[src/hdl/shortest_job_hold_queue_core_assert.svh]
// Assertion macros for the shortest job hold queue.
// Taken in by the RTL files that carry concurrent assertions.
`ifndef SHORTEST_JOB_HOLD_QUEUE_CORE_ASSERT_SVH
`define SHORTEST_JOB_HOLD_QUEUE_CORE_ASSERT_SVH

// Same-cycle implication, off while reset is high.
`define SJHQ_ASSERT_SAME(lbl, clk, rst, ante, cons, msg) \
   lbl: assert property (@(posedge clk) disable iff (rst) (ante) |-> (cons)) \
      else $error(msg);

// Next-cycle implication, off while reset is high.
`define SJHQ_ASSERT_NEXT(lbl, clk, rst, ante, cons, msg) \
   lbl: assert property (@(posedge clk) disable iff (rst) (ante) |=> (cons)) \
      else $error(msg);

`endif

[src/hdl/sjhq_pkg.sv]
// Shared types and constants for the shortest job hold queue.
// No dependencies; the RTL and bench files use it by scoped names.
package sjhq_pkg;

   localparam int ID_W     = 16;
   localparam int KEY_W    = 16;
   localparam int OCC_W    = 5;
   localparam int STATUS_W = 2;

   typedef enum logic [STATUS_W-1:0] {
      STATUS_DONE  = 2'd0,
      STATUS_FULL  = 2'd1,
      STATUS_EMPTY = 2'd2
   } status_type;

   typedef enum logic {
      OP_INSERT = 1'b0,
      OP_REMOVE = 1'b1
   } op_type;

   typedef enum logic {
      MODE_FIFO   = 1'b0,
      MODE_SORTED = 1'b1
   } mode_type;

   typedef struct packed {
      logic [ID_W-1:0]  id;
      logic [KEY_W-1:0] key;
   } entry_type;

   // Broadcast to every cell of the chain.
   typedef struct packed {
      logic      ins;
      logic      rem;
      logic      sorted;
      entry_type new_entry;
   } cell_ctrl_type;

endpackage

[src/hdl/sjhq_ifs.sv]
// Valid/ready channel interfaces for the shortest job hold queue.
// Depends on sjhq_pkg for field widths.
interface sjhq_req_if;
   logic                          valid;
   logic                          ready;
   logic                          op;
   logic [sjhq_pkg::ID_W-1:0]     job_id;
   logic [sjhq_pkg::KEY_W-1:0]    sort_key;

   modport source (output valid, op, job_id, sort_key, input ready);
   modport sink   (input valid, op, job_id, sort_key, output ready);
endinterface

interface sjhq_rsp_if;
   logic                          valid;
   logic                          ready;
   logic [sjhq_pkg::STATUS_W-1:0] status;
   logic                          removed_valid;
   logic [sjhq_pkg::ID_W-1:0]     removed_job_id;
   logic [sjhq_pkg::KEY_W-1:0]    removed_key;
   logic                          is_empty;
   logic                          is_full;
   logic [sjhq_pkg::OCC_W-1:0]    occupancy;

   modport source (output valid, status, removed_valid, removed_job_id, removed_key,
                   is_empty, is_full, occupancy, input ready);
   modport sink   (input valid, status, removed_valid, removed_job_id, removed_key,
                   is_empty, is_full, occupancy, output ready);
endinterface

[src/hdl/sjhq_cell.sv]
// One slot of the hold queue chain: holds a job, compares against the new job.
// Depends on sjhq_pkg.
module sjhq_cell (
   input  logic                    clock,
   input  sjhq_pkg::cell_ctrl_type ctrl,
   input  logic                    cell_valid,
   input  sjhq_pkg::entry_type     left_entry,
   input  sjhq_pkg::entry_type     right_entry,
   input  logic                    ahead_in,
   output logic                    ahead_out,
   output sjhq_pkg::entry_type     entry
);

   sjhq_pkg::entry_type entry_ff;
   sjhq_pkg::entry_type entry_in;
   logic                stays_ahead;

   // In FIFO mode every held job stays ahead of the new one.
   assign stays_ahead = cell_valid &&
                        (!ctrl.sorted || (entry_ff.key < ctrl.new_entry.key));
   assign ahead_out   = ahead_in && stays_ahead;
   assign entry       = entry_ff;

   always_comb begin
      entry_in = entry_ff;
      if (ctrl.rem) begin
         entry_in = right_entry;
      end else if (ctrl.ins) begin
         if (!ahead_in) begin
            entry_in = left_entry;
         end else if (!stays_ahead) begin
            entry_in = ctrl.new_entry;
         end
      end
   end

   always_ff @(posedge clock) begin
      entry_ff <= entry_in;
   end

endmodule

[src/hdl/shortest_job_hold_queue_core.sv]
// Shortest job hold queue: a chain of compare-and-shift cells plus control.
// Depends on sjhq_pkg, sjhq_ifs, sjhq_cell and the assertion macro header.
//
// Usage:
//   req_ch carries one item per handshake: op (insert or remove head), job_id
//   and sort_key. rsp_ch returns exactly one result per item: status, the
//   removed job (if any), empty/full flags and the occupancy after the item.
//   csr_wr_en/csr_wr_data write the order mode (1 sorted by key, 0 FIFO);
//   write it only while no item is outstanding.
//   The result is valid in the cycle after the item is accepted.
//   Throughput: one item per cycle while the receiver takes each result; every
//   cell compares and shifts in the same cycle, so the speed is set by the
//   ahead-flag chain that ripples through the QUEUE_DEPTH cells.
//   A result waits in the output register; req_ch.ready stays high while
//   that register is empty or being drained, so a stalled receiver holds
//   the result and blocks only the next item.
//   Reset empties the queue, selects sorted mode and drops any pending
//   result. Entry contents are not cleared; only the held count matters.
`include "shortest_job_hold_queue_core_assert.svh"

module shortest_job_hold_queue_core #(
   parameter int QUEUE_DEPTH = 16
) (
   input  logic              clock,
   input  logic              reset,
   sjhq_req_if.sink          req_ch,
   sjhq_rsp_if.source        rsp_ch,
   input  logic              csr_wr_en,
   input  logic              csr_wr_data
);

   localparam int COUNT_W = $clog2(QUEUE_DEPTH + 1);

   logic                    mode_ff, mode_in;
   logic [COUNT_W-1:0]      count_ff, count_in;
   logic                    accept;
   logic                    is_remove;
   logic                    q_full, q_empty;
   sjhq_pkg::cell_ctrl_type ctrl;
   logic                    ahead [QUEUE_DEPTH+1];
   sjhq_pkg::entry_type     cells [QUEUE_DEPTH];

   logic                          rsp_valid_ff, rsp_valid_in;
   logic [sjhq_pkg::STATUS_W-1:0] rsp_status_ff, rsp_status_in;
   logic                          rsp_removed_valid_ff, rsp_removed_valid_in;
   logic [sjhq_pkg::ID_W-1:0]     rsp_removed_id_ff, rsp_removed_id_in;
   logic [sjhq_pkg::KEY_W-1:0]    rsp_removed_key_ff, rsp_removed_key_in;
   logic                          rsp_is_empty_ff, rsp_is_empty_in;
   logic                          rsp_is_full_ff, rsp_is_full_in;
   logic [sjhq_pkg::OCC_W-1:0]    rsp_occupancy_ff, rsp_occupancy_in;

   assign req_ch.ready = !rsp_valid_ff || rsp_ch.ready;
   assign accept       = req_ch.valid && req_ch.ready;
   assign is_remove    = (req_ch.op == sjhq_pkg::OP_REMOVE);
   assign q_full       = (count_ff == COUNT_W'(QUEUE_DEPTH));
   assign q_empty      = (count_ff == '0);

   assign ctrl.ins              = accept && !is_remove && !q_full;
   assign ctrl.rem              = accept && is_remove && !q_empty;
   assign ctrl.sorted           = (mode_ff == sjhq_pkg::MODE_SORTED);
   assign ctrl.new_entry.id     = req_ch.job_id;
   assign ctrl.new_entry.key    = req_ch.sort_key;

   assign ahead[0] = 1'b1;

   for (genvar i = 0; i < QUEUE_DEPTH; i++) begin : g_cell
      sjhq_pkg::entry_type left_e, right_e;
      logic                valid_c;

      assign valid_c = (count_ff > COUNT_W'(i));

      if (i == 0) begin : g_head
         assign left_e = ctrl.new_entry;
      end else begin : g_mid_l
         assign left_e = cells[i-1];
      end

      if (i == QUEUE_DEPTH - 1) begin : g_tail
         assign right_e = cells[i];
      end else begin : g_mid_r
         assign right_e = cells[i+1];
      end

      sjhq_cell u_cell (
         .clock       (clock),
         .ctrl        (ctrl),
         .cell_valid  (valid_c),
         .left_entry  (left_e),
         .right_entry (right_e),
         .ahead_in    (ahead[i]),
         .ahead_out   (ahead[i+1]),
         .entry       (cells[i])
      );
   end

   always_comb begin
      mode_in = mode_ff;
      if (csr_wr_en) begin
         mode_in = csr_wr_data;
      end
   end

   always_comb begin
      count_in = count_ff;
      if (ctrl.ins) begin
         count_in = count_ff + COUNT_W'(1);
      end else if (ctrl.rem) begin
         count_in = count_ff - COUNT_W'(1);
      end
   end

   always_comb begin
      rsp_valid_in = rsp_valid_ff;
      if (accept) begin
         rsp_valid_in = 1'b1;
      end else if (rsp_ch.ready) begin
         rsp_valid_in = 1'b0;
      end

      rsp_status_in        = sjhq_pkg::STATUS_DONE;
      rsp_removed_valid_in = 1'b0;
      rsp_removed_id_in    = '0;
      rsp_removed_key_in   = '0;
      if (is_remove) begin
         if (q_empty) begin
            rsp_status_in = sjhq_pkg::STATUS_EMPTY;
         end else begin
            rsp_removed_valid_in = 1'b1;
            rsp_removed_id_in    = cells[0].id;
            rsp_removed_key_in   = cells[0].key;
         end
      end else if (q_full) begin
         rsp_status_in = sjhq_pkg::STATUS_FULL;
      end
      rsp_is_empty_in  = (count_in == '0);
      rsp_is_full_in   = (count_in == COUNT_W'(QUEUE_DEPTH));
      rsp_occupancy_in = sjhq_pkg::OCC_W'(count_in);
   end

   always_ff @(posedge clock) begin
      if (reset) begin
         mode_ff      <= sjhq_pkg::MODE_SORTED;
         count_ff     <= '0;
         rsp_valid_ff <= 1'b0;
      end else begin
         mode_ff      <= mode_in;
         count_ff     <= count_in;
         rsp_valid_ff <= rsp_valid_in;
      end
   end

   // Hold the result payload until the next item is accepted.
   always_ff @(posedge clock) begin
      if (accept) begin
         rsp_status_ff        <= rsp_status_in;
         rsp_removed_valid_ff <= rsp_removed_valid_in;
         rsp_removed_id_ff    <= rsp_removed_id_in;
         rsp_removed_key_ff   <= rsp_removed_key_in;
         rsp_is_empty_ff      <= rsp_is_empty_in;
         rsp_is_full_ff       <= rsp_is_full_in;
         rsp_occupancy_ff     <= rsp_occupancy_in;
      end
   end

   assign rsp_ch.valid          = rsp_valid_ff;
   assign rsp_ch.status         = rsp_status_ff;
   assign rsp_ch.removed_valid  = rsp_removed_valid_ff;
   assign rsp_ch.removed_job_id = rsp_removed_id_ff;
   assign rsp_ch.removed_key    = rsp_removed_key_ff;
   assign rsp_ch.is_empty       = rsp_is_empty_ff;
   assign rsp_ch.is_full        = rsp_is_full_ff;
   assign rsp_ch.occupancy      = rsp_occupancy_ff;

   `SJHQ_ASSERT_SAME(a_count_bound, clock, reset, 1'b1,
      count_ff <= COUNT_W'(QUEUE_DEPTH), "held count exceeds queue depth")

   `SJHQ_ASSERT_NEXT(a_remove_count, clock, reset, ctrl.rem,
      count_ff == COUNT_W'($past(count_ff) - COUNT_W'(1)),
      "remove did not drop the held count by one")

   `SJHQ_ASSERT_NEXT(a_insert_done, clock, reset, ctrl.ins,
      rsp_valid_ff && (rsp_status_ff == sjhq_pkg::STATUS_DONE) && !rsp_is_empty_ff,
      "accepted insert did not report done on a non-empty queue")

   `SJHQ_ASSERT_SAME(a_removed_not_full, clock, reset,
      rsp_valid_ff && rsp_removed_valid_ff,
      !rsp_is_full_ff && (rsp_status_ff == sjhq_pkg::STATUS_DONE),
      "removed job reported with full queue or error status")

endmodule

[src/flat_wrapper.sv]
// flat-port wrapper written by rule: the top's interface ports become plain ports
module shortest_job_hold_queue_core_flat 
#(
   parameter int QUEUE_DEPTH = 16
)
  (clock, reset, csr_wr_en, csr_wr_data, req_ch_valid, req_ch_op, req_ch_job_id, req_ch_sort_key, req_ch_ready, rsp_ch_valid, rsp_ch_status, rsp_ch_removed_valid, rsp_ch_removed_job_id, rsp_ch_removed_key, rsp_ch_is_empty, rsp_ch_is_full, rsp_ch_occupancy, rsp_ch_ready);
  sjhq_req_if req_ch_i ();
  sjhq_rsp_if rsp_ch_i ();
  input  logic clock;
  input  logic reset;
  input  logic csr_wr_en;
  input  logic csr_wr_data;
  input wire logic [$bits(req_ch_i.valid)-1:0] req_ch_valid;
  input wire logic [$bits(req_ch_i.op)-1:0] req_ch_op;
  input wire logic [$bits(req_ch_i.job_id)-1:0] req_ch_job_id;
  input wire logic [$bits(req_ch_i.sort_key)-1:0] req_ch_sort_key;
  output wire logic [$bits(req_ch_i.ready)-1:0] req_ch_ready;
  output wire logic [$bits(rsp_ch_i.valid)-1:0] rsp_ch_valid;
  output wire logic [$bits(rsp_ch_i.status)-1:0] rsp_ch_status;
  output wire logic [$bits(rsp_ch_i.removed_valid)-1:0] rsp_ch_removed_valid;
  output wire logic [$bits(rsp_ch_i.removed_job_id)-1:0] rsp_ch_removed_job_id;
  output wire logic [$bits(rsp_ch_i.removed_key)-1:0] rsp_ch_removed_key;
  output wire logic [$bits(rsp_ch_i.is_empty)-1:0] rsp_ch_is_empty;
  output wire logic [$bits(rsp_ch_i.is_full)-1:0] rsp_ch_is_full;
  output wire logic [$bits(rsp_ch_i.occupancy)-1:0] rsp_ch_occupancy;
  input wire logic [$bits(rsp_ch_i.ready)-1:0] rsp_ch_ready;
  assign req_ch_i.valid = req_ch_valid;
  assign req_ch_i.op = req_ch_op;
  assign req_ch_i.job_id = req_ch_job_id;
  assign req_ch_i.sort_key = req_ch_sort_key;
  assign req_ch_ready = req_ch_i.ready;
  assign rsp_ch_valid = rsp_ch_i.valid;
  assign rsp_ch_status = rsp_ch_i.status;
  assign rsp_ch_removed_valid = rsp_ch_i.removed_valid;
  assign rsp_ch_removed_job_id = rsp_ch_i.removed_job_id;
  assign rsp_ch_removed_key = rsp_ch_i.removed_key;
  assign rsp_ch_is_empty = rsp_ch_i.is_empty;
  assign rsp_ch_is_full = rsp_ch_i.is_full;
  assign rsp_ch_occupancy = rsp_ch_i.occupancy;
  assign rsp_ch_i.ready = rsp_ch_ready;
  shortest_job_hold_queue_core #(.QUEUE_DEPTH(QUEUE_DEPTH)) u_core (.clock(clock), .reset(reset), .req_ch(req_ch_i), .rsp_ch(rsp_ch_i), .csr_wr_en(csr_wr_en), .csr_wr_data(csr_wr_data));
endmodule
[config.mk]
export PLATFORM = sky130hd
export DESIGN_NAME = shortest_job_hold_queue_core_flat
export DESIGN_NICKNAME = d
export VERILOG_FILES = /design/src/hdl/sjhq_pkg.sv /design/src/hdl/sjhq_ifs.sv /design/src/hdl/sjhq_cell.sv /design/src/hdl/shortest_job_hold_queue_core.sv /design/src/flat_wrapper.sv
export VERILOG_INCLUDE_DIRS = /design/src /design/src/hdl
export SDC_FILE = /design/constraint.sdc
export NUM_CORES = 2
export LEC_CHECK = 0
export ABC_CLOCK_PERIOD_IN_PS = 8900
export BUFFER_PORTS_ARGS = -buffer_cell sky130_fd_sc_hd__buf_2
export CAP_MARGIN = 40
export CORE_MARGIN = 1
export CORE_UTILIZATION = 40
export CTS_BUF_LIST = sky130_fd_sc_hd__clkbuf_4 sky130_fd_sc_hd__clkbuf_8
export DETAILED_ROUTE_END_ITERATION = 12
export GPL_ROUTABILITY_DRIVEN = 0
export PLACE_DENSITY = 0.59
export SYNTH_ARGS = -nofsm -noshare
export SYNTH_HDL_FRONTEND = slang
export SYNTH_SLANG_ARGS = --single-unit
[constraint.sdc]
create_clock -name clock -period 8.9 [get_ports clock]
set_input_delay 0.445 -clock clock [delete_from_list [all_inputs] [get_ports clock]]
set_output_delay 0.445 -clock clock [all_outputs]
set_load 0.01 [all_outputs]
# After elaboration in Yosys (flattened, before gate mapping)
# Cells that the tools add are included.
# word_totals
reg_bits	561
latch_bits	0
mem_bits_rw	0
romBits	0
wordCells	243
memories	0
# classes
n_addsub	2
n_mul	0
div_mod_pow	0
n_lt_le_gt_ge	32
n_eq_ne	18
shifts	0
muxes	69
bitwise_logic	2
n_reduce_logical	78
# op_table
cell	n
$mux 32	61
$lt 16x16->1	16
$ne 3x2->1 const B	14
$gt 5x4->1 const B	8
$logic_and 1x1->1	35
$reduce_and 2->1	15
$gt 5x3->1 const B	4
$logic_or 1x1->1	17
$eq 5x5->1 const B	2
$gt 5x1->1 const B	2
$gt 5x2->1 const B	2
$logic_not 5->1	2
$mux 5	2
$add 5x1->5 const B	1
$logic_not 1->1	5
$sub 5x1->5 const B	1
$mux 1	4
$mux 2	2
$reduce_bool 2->1	2
$reduce_and 3->1	1
$ne 2x1->1 const B	1
$ne 2x2->1 const B	1
$not 1->1	2
$reduce_or 2->1	1

# Logic depth before layout (Yosys ltp)
# logic_depth
depth_word	19
depth_mapped	15

# Hierarchy
# From an unflattened synthesis, not the netlist that was laid out.
# hier_totals
hier_cells	3327
area_unflattened_um2	34473.1
# modules_own_cells
mod	instances	cells_per_inst	area_per_inst_um2
sjhq_cell (u_core.g_cell[0].u_cell ...)	14	196	2014.4
sjhq_cell (u_core.g_cell[8].u_cell ...)	2	199	2030.7
shortest_job_hold_queue_core	1	185	2209.6

# Worst setup path after synthesis
# Ideal clock, no wire load.
# synth_path
path_type	in2reg
startpoint	input port req_ch_sort_key[7]
endpoint	register u_core.g_cell[14].u_cell.entry_ff, in the netlist u_core.g_cell[14].u_cell.entry[0], enable pin
setup_ns	0.466
arrival_ns	4.958
setup_slack_ns	3.477
path_stages	14
path_cell_list	inv_1 -> ha_1 -> nand2_1 -> nor3_1 -> a21oi_1 -> o41ai_1 -> and4b_1 -> buf_4 -> and4_1 -> buf_4 -> nand4_2 -> a21oi_4 -> buf_6 -> o21ai_0
# synth_between
elab_chain_len	18
elab_cells_between_ends	60
cone_classes	order compare: 15; eq/ne: 1; reduce/logical: 44
# synth_rtl
element	line	text
from (decl)	flat_wrapper.sv:16	input wire logic [$bits(req_ch_i.sort_key)-1:0] req_ch_sort_key;
$lt 16x16->1	sjhq_cell.sv:20	(!ctrl.sorted || (entry_ff.key < ctrl.new_entry.key));
$logic_or 1x1->1	sjhq_cell.sv:20	
$logic_and 1x1->1	sjhq_cell.sv:19	assign stays_ahead = cell_valid &&
$logic_and 1x1->1 (13 in series)	sjhq_cell.sv:21	assign ahead_out = ahead_in && stays_ahead;
$ne 3x2->1 (no line) (*)	--	
$reduce_and 2->1 (no line) (*)	--	
to (signal assigned)	sjhq_cell.sv:38	entry_ff <= entry_in;
to (decl)	sjhq_cell.sv:14	sjhq_pkg::entry_type entry_ff;
# Mark *: on every way between the ends. The rest lies on a longest branch, timed or not.
# A chain may end at the register's enable or synchronous reset.

# Worst setup path in the final report
# layout_path
startpoint	register u_core.g_cell[0].u_cell.entry_ff, in the netlist u_core.g_cell[0].u_cell.entry[1]
endpoint	register u_core.g_cell[4].u_cell.entry_ff, in the netlist u_core.g_cell[4].u_cell.entry[5], enable pin
# layout_between
elab_chain_len	8
# layout_rtl
element	line
from (decl)	sjhq_cell.sv:14
from (signal assigned)	sjhq_cell.sv:38
$lt 16x16->1	sjhq_cell.sv:20
$logic_or 1x1->1	sjhq_cell.sv:20
$logic_and 1x1->1	sjhq_cell.sv:19
$logic_and 1x1->1 (3 in series)	sjhq_cell.sv:21
$ne 3x2->1 (no line)	--
$reduce_and 2->1 (no line)	--
to (signal assigned)	sjhq_cell.sv:38
to (decl)	sjhq_cell.sv:14
# Every way passes these cells.

==> summary.txt <==
Yosys
  • Post-Synth XOR/XNOR Area: 0.0813%
  • Yosys cell types: 67
  • Top cell type's share of synthesized area: 51.5%
  • Synth Instances: 3086
  • Post-Syn Area: 32300 µm²
  • Async SR Flop Fraction: 0%
  • Multiplexer area fraction after synthesis: 6.57%
  • Main combinational cell family by area after synthesis: simple AND/OR/NAND/NOR gates
  • Register area share after synthesis: 51.9%
  • Top_reg_cell synth: edfxtp_1
  • Compound-Gate Fraction of Synth Area: 14.4%
  • Post-Synth Simple-Gate Area: 14.4%
  • Syn nets: 3370
  • Number of synthesized flops with an enable pin: 554
  • Synth Register Bits: 561
  • Mapped Avg Cell Area: 10.5 µm²
  • Synth Area in Adders: 9.49%
  • Synth top area cells: edfxtp_1 (51%), ha_1 (9.5%), nand2_1 (7.1%)
  • Leading area contributor after synthesis: edfxtp_1
  • Synthesis warning total: 0

Placed design
  • DP Wirelength: 71600 µm
  • PortBufs: 82
  • Placed insts: 4048
  • Dpl cell area: 33800 µm²

Critical path
  • CP peak stage delay: 0.69 ns
  • Reg2reg path depth: 13
  • Worst path cell trace: ha_1 -> nand2_1 -> o21ai_0 -> a21oi_1 -> o41ai_1 -> and4b_2 -> buf_4 -> nand4_1 -> nand2b_2 -> buf_4 -> nand2_1 -> nand2_2 -> buf_4
  • Reg-to-reg slack, setup: 3.24 ns
  • CP dominant cell by count: buf_4
  • Crit path max-delay family: simple AND/OR/NAND/NOR gates
  • Worst reg2reg path endpoint: u_core.g_cell[4].u_cell.entry[5]$_DFFE_PP_
  • Worst Path Max Fanout: 24
  • CP max-delay cell: o41ai_1
  • Startpoint Class: flop
  • Worst setup path class: flop to flop
  • Critical path depth in cells: 13
  • Arr. time, crit path: 6.04 ns
  • Origin of the critical flop-to-flop path: u_core.g_cell[0].u_cell.entry[1]$_DFFE_PP_
  • Buf/Inv on CP: 3
  • Worst Path Required: 9.27 ns
  • Crit end category: flop

Power
  • Peak supply drop: 0.112 mV
  • Leak: 13.5 nW
  • Pwr per Cell Area: 219 nW/µm²

CTS
  • CTS tree: done
  • Clk buf depth: 3
  • H-tree levels: 3
  • Total CTS buffers: 102
  • Worst skew pair latency: 0.75 ns
  • Clk sink count: 561
  • Reg clk slew, reported paths: 0.07 ns
  • Clock Tree Root: clkbuf_8
  • Setup bufs post-CTS: 0

Route
  • DRC violations left: 0
  • Drt first pass iters: 6
  • DR WL/cell: 25.8 µm
  • Drt via density: 6.12
  • DRT iter0 DRCs: 2970
  • Final WL: 109000 µm
  • Antenna Nets Post-Route: 0
  • Vias post-DR: 25.9k

STA
  • Finish-stage setup viols: 0
  • Worst clock skew: 0.0339 ns
  • Max Fclk: 0.177 GHz
  • Setup tns final: 0 ns
  • Final Hold Slack: 0.0430 ns
  • Slew Viols, Final: 0
  • Slew HR: 34.1%
  • Final min period: 5.66 ns
  • Fin crit share: 63.6%
  • Unrepaired setup endpoints after global routing: no
  • Worst Tran Pin Value: 0.989 ns
  • Final hold vios: 0

Floorplanning
  • Core ar.: 79400 µm²
  • Full die area: 81900 µm²
  • Num ports: 83
  • Die Wd: 286 µm
  • Die height: 286 µm
  • Row Count: 103
  • Initial Util: 40.7%

Flow run
  • Max-cap viol count: 0

Hold path
  • Worst Hold Endpoint: u_core.rsp_ch.valid$_SDFFE_PP0P_
  • Hold/Removal Path Class: input port to flop
  • HP Start: rsp_ch_ready
  • Hold path cells: 3

Finish
  • Cell area after layout: 35800 µm²
  • Area growth from synthesis to layout: 10.9%
  • Fin cells: 4238
  • Layout Nets: 3390
  • Share of cells above drive strength 1: 11.1%

Run status
  • Status: finished, final reports clean

GRT
  • Number of global-route vias before repair: 25.0k
  • Initial antenna violation count: 8
  • First-pass GRT wire length: 161000 µm
  • GRT Total Usage: 26.2%
  • GR Overflow Total: 0
  • Largest net degree at the start of global routing: 219
## logic make-up after synthesis
| group | Yosys count |
|---|---|
| xor gates and xnor gates | 3 |
| muxes | 208 |
| buffers and inverters | 253 |
| AOI/OAI and AO/OA | 745 |
| adders and majority gates | 245 |
| DFF | 561 |
| and+or+nand+nor | 1071 |
## synth_stat cells, drive strengths merged (3+ instances only)
library cell,instances
or3,3
nand3,243
edfxtp,554
a21oi,116
ha,245
nand4,35
a221oi,3
mux2i,176
o21bai,4
o211ai,235
o21a,12
mux2,32
a31oi,7
dfxtp,7
inv,28
and3,36
o21ai,285
a22oi,4
o2111ai,4
buf,73
nand2b,12
nor3,11
a211oi,21
nor4,4
nor4b,3
nor2,93
nor2b,6
clkbuf,152
a2111oi,5
and2,3
o31ai,3
a21o,22
nand2,613
## stage by stage
step                      power, mW  setup slack (ns)  util [%]
after detailed placement       5.35              2.71      42.5
after global routing           8.16              3.09      45.1
after floorplan                4.69              3.48         -
final                          7.85              3.24      45.1
after CTS                      7.85              3.33      45.1
after global placement         5.28              2.67      42.4
## state kept, by name (all words and copies together), names as in the netlist
register	count
u_core.count_ff	5
u_core.g_cell.u_cell.entry	512
u_core.mode_ff	1
u_core.rsp_ch.is_empty	1
u_core.rsp_ch.is_full	1
u_core.rsp_ch.occupancy	5
u_core.rsp_ch.removed_job_id	16
u_core.rsp_ch.removed_key	16
u_core.rsp_ch.removed_valid	1
u_core.rsp_ch.status	2
u_core.rsp_ch.valid	1
## power by group
group | switching [mW] | internal, mW | leakage [nW]
Combinational | 1.07 | 0.558 | 7.08
Sequential | 0.285 | 3.43 | 5.31
Clock | 1.18 | 1.33 | 1.06
Total | 2.53 | 5.32 | 13.4
## cell type report
type | instances | area, µm²
Sequential cell | 561 | 16800
Clock inverter | 43 | 327
Antenna cell | 6 | 15.0
Multi-Input combinational cell | 2272 | 14700
Inverter | 28 | 105
Timing Repair Buffer | 141 | 955
Clock buffer | 137 | 1690
Fill cell | 7442 | 43600
Tap cell | 1050 | 1310
## worst max path at each step
stage | from | end | slack, ns
finish | u_core.g_cell[0].u_cell.entry[1]$_DFFE_PP_ | u_core.g_cell[4].u_cell.entry[5]$_DFFE_PP_ | 3.24
CTS | u_core.g_cell[0].u_cell.entry[1]$_DFFE_PP_ | u_core.g_cell[4].u_cell.entry[5]$_DFFE_PP_ | 3.33
global route | u_core.g_cell[0].u_cell.entry[1]$_DFFE_PP_ | u_core.g_cell[4].u_cell.entry[5]$_DFFE_PP_ | 3.09
global placement | req_ch_sort_key[1] | u_core.g_cell[15].u_cell.entry[30]$_DFFE_PP_ | 2.67
detailed placement | req_ch_sort_key[1] | u_core.g_cell[15].u_cell.entry[28]$_DFFE_PP_ | 2.71
floorplan | req_ch_sort_key[7] | u_core.g_cell[14].u_cell.entry[0]$_DFFE_PP_ | 3.48
## repair_timing
action / 4_1_cts / 5_1_grt
gates resized for setup: 0 / 0
hold buffers: 4 / 0
endpoints found under the hold margin: 5 / 0
## worst register-to-register path: stages, from the launching register on
cell and delay (ns):
edfxtp_1 0.49, ha_1 0.33, nand2_1 0.05, o21ai_0 0.37, a21oi_1 0.22, o41ai_1 0.69
and4b_2 0.53, buf_4 0.41, nand4_1 0.17, nand2b_2 0.49, buf_4 0.58, nand2_1 0.14
nand2_2 0.25, buf_4 0.54
## placed cells by master, fill, tap and decap left out, drive strengths merged, types with 5 or more instances in the layout
master,n
mux2,32
nor2,93
and3,36
clkbuf,137
buf,137
nor2b,6
dfxtp,7
nand3,243
nor3,11
diode,6
nand2b,12
a21oi,116
a21o,22
inv,33
o21a,12
mux2i,176
edfxtp,554
a2111oi,5
o21ai,285
clkinv,35
a211oi,21
nand4,35
nand2,613
a31oi,7
ha,245
o211ai,235
## layer usage
layer	share of wire, %	track usage, %	wire length (µm)
met1	41	34.8	45200
met5	0	0	0
met4	4.4	12.0	4790
met2	46	41.8	50400
met3	8.2	4.40	8910
Power figures use the tool's default switching activity.
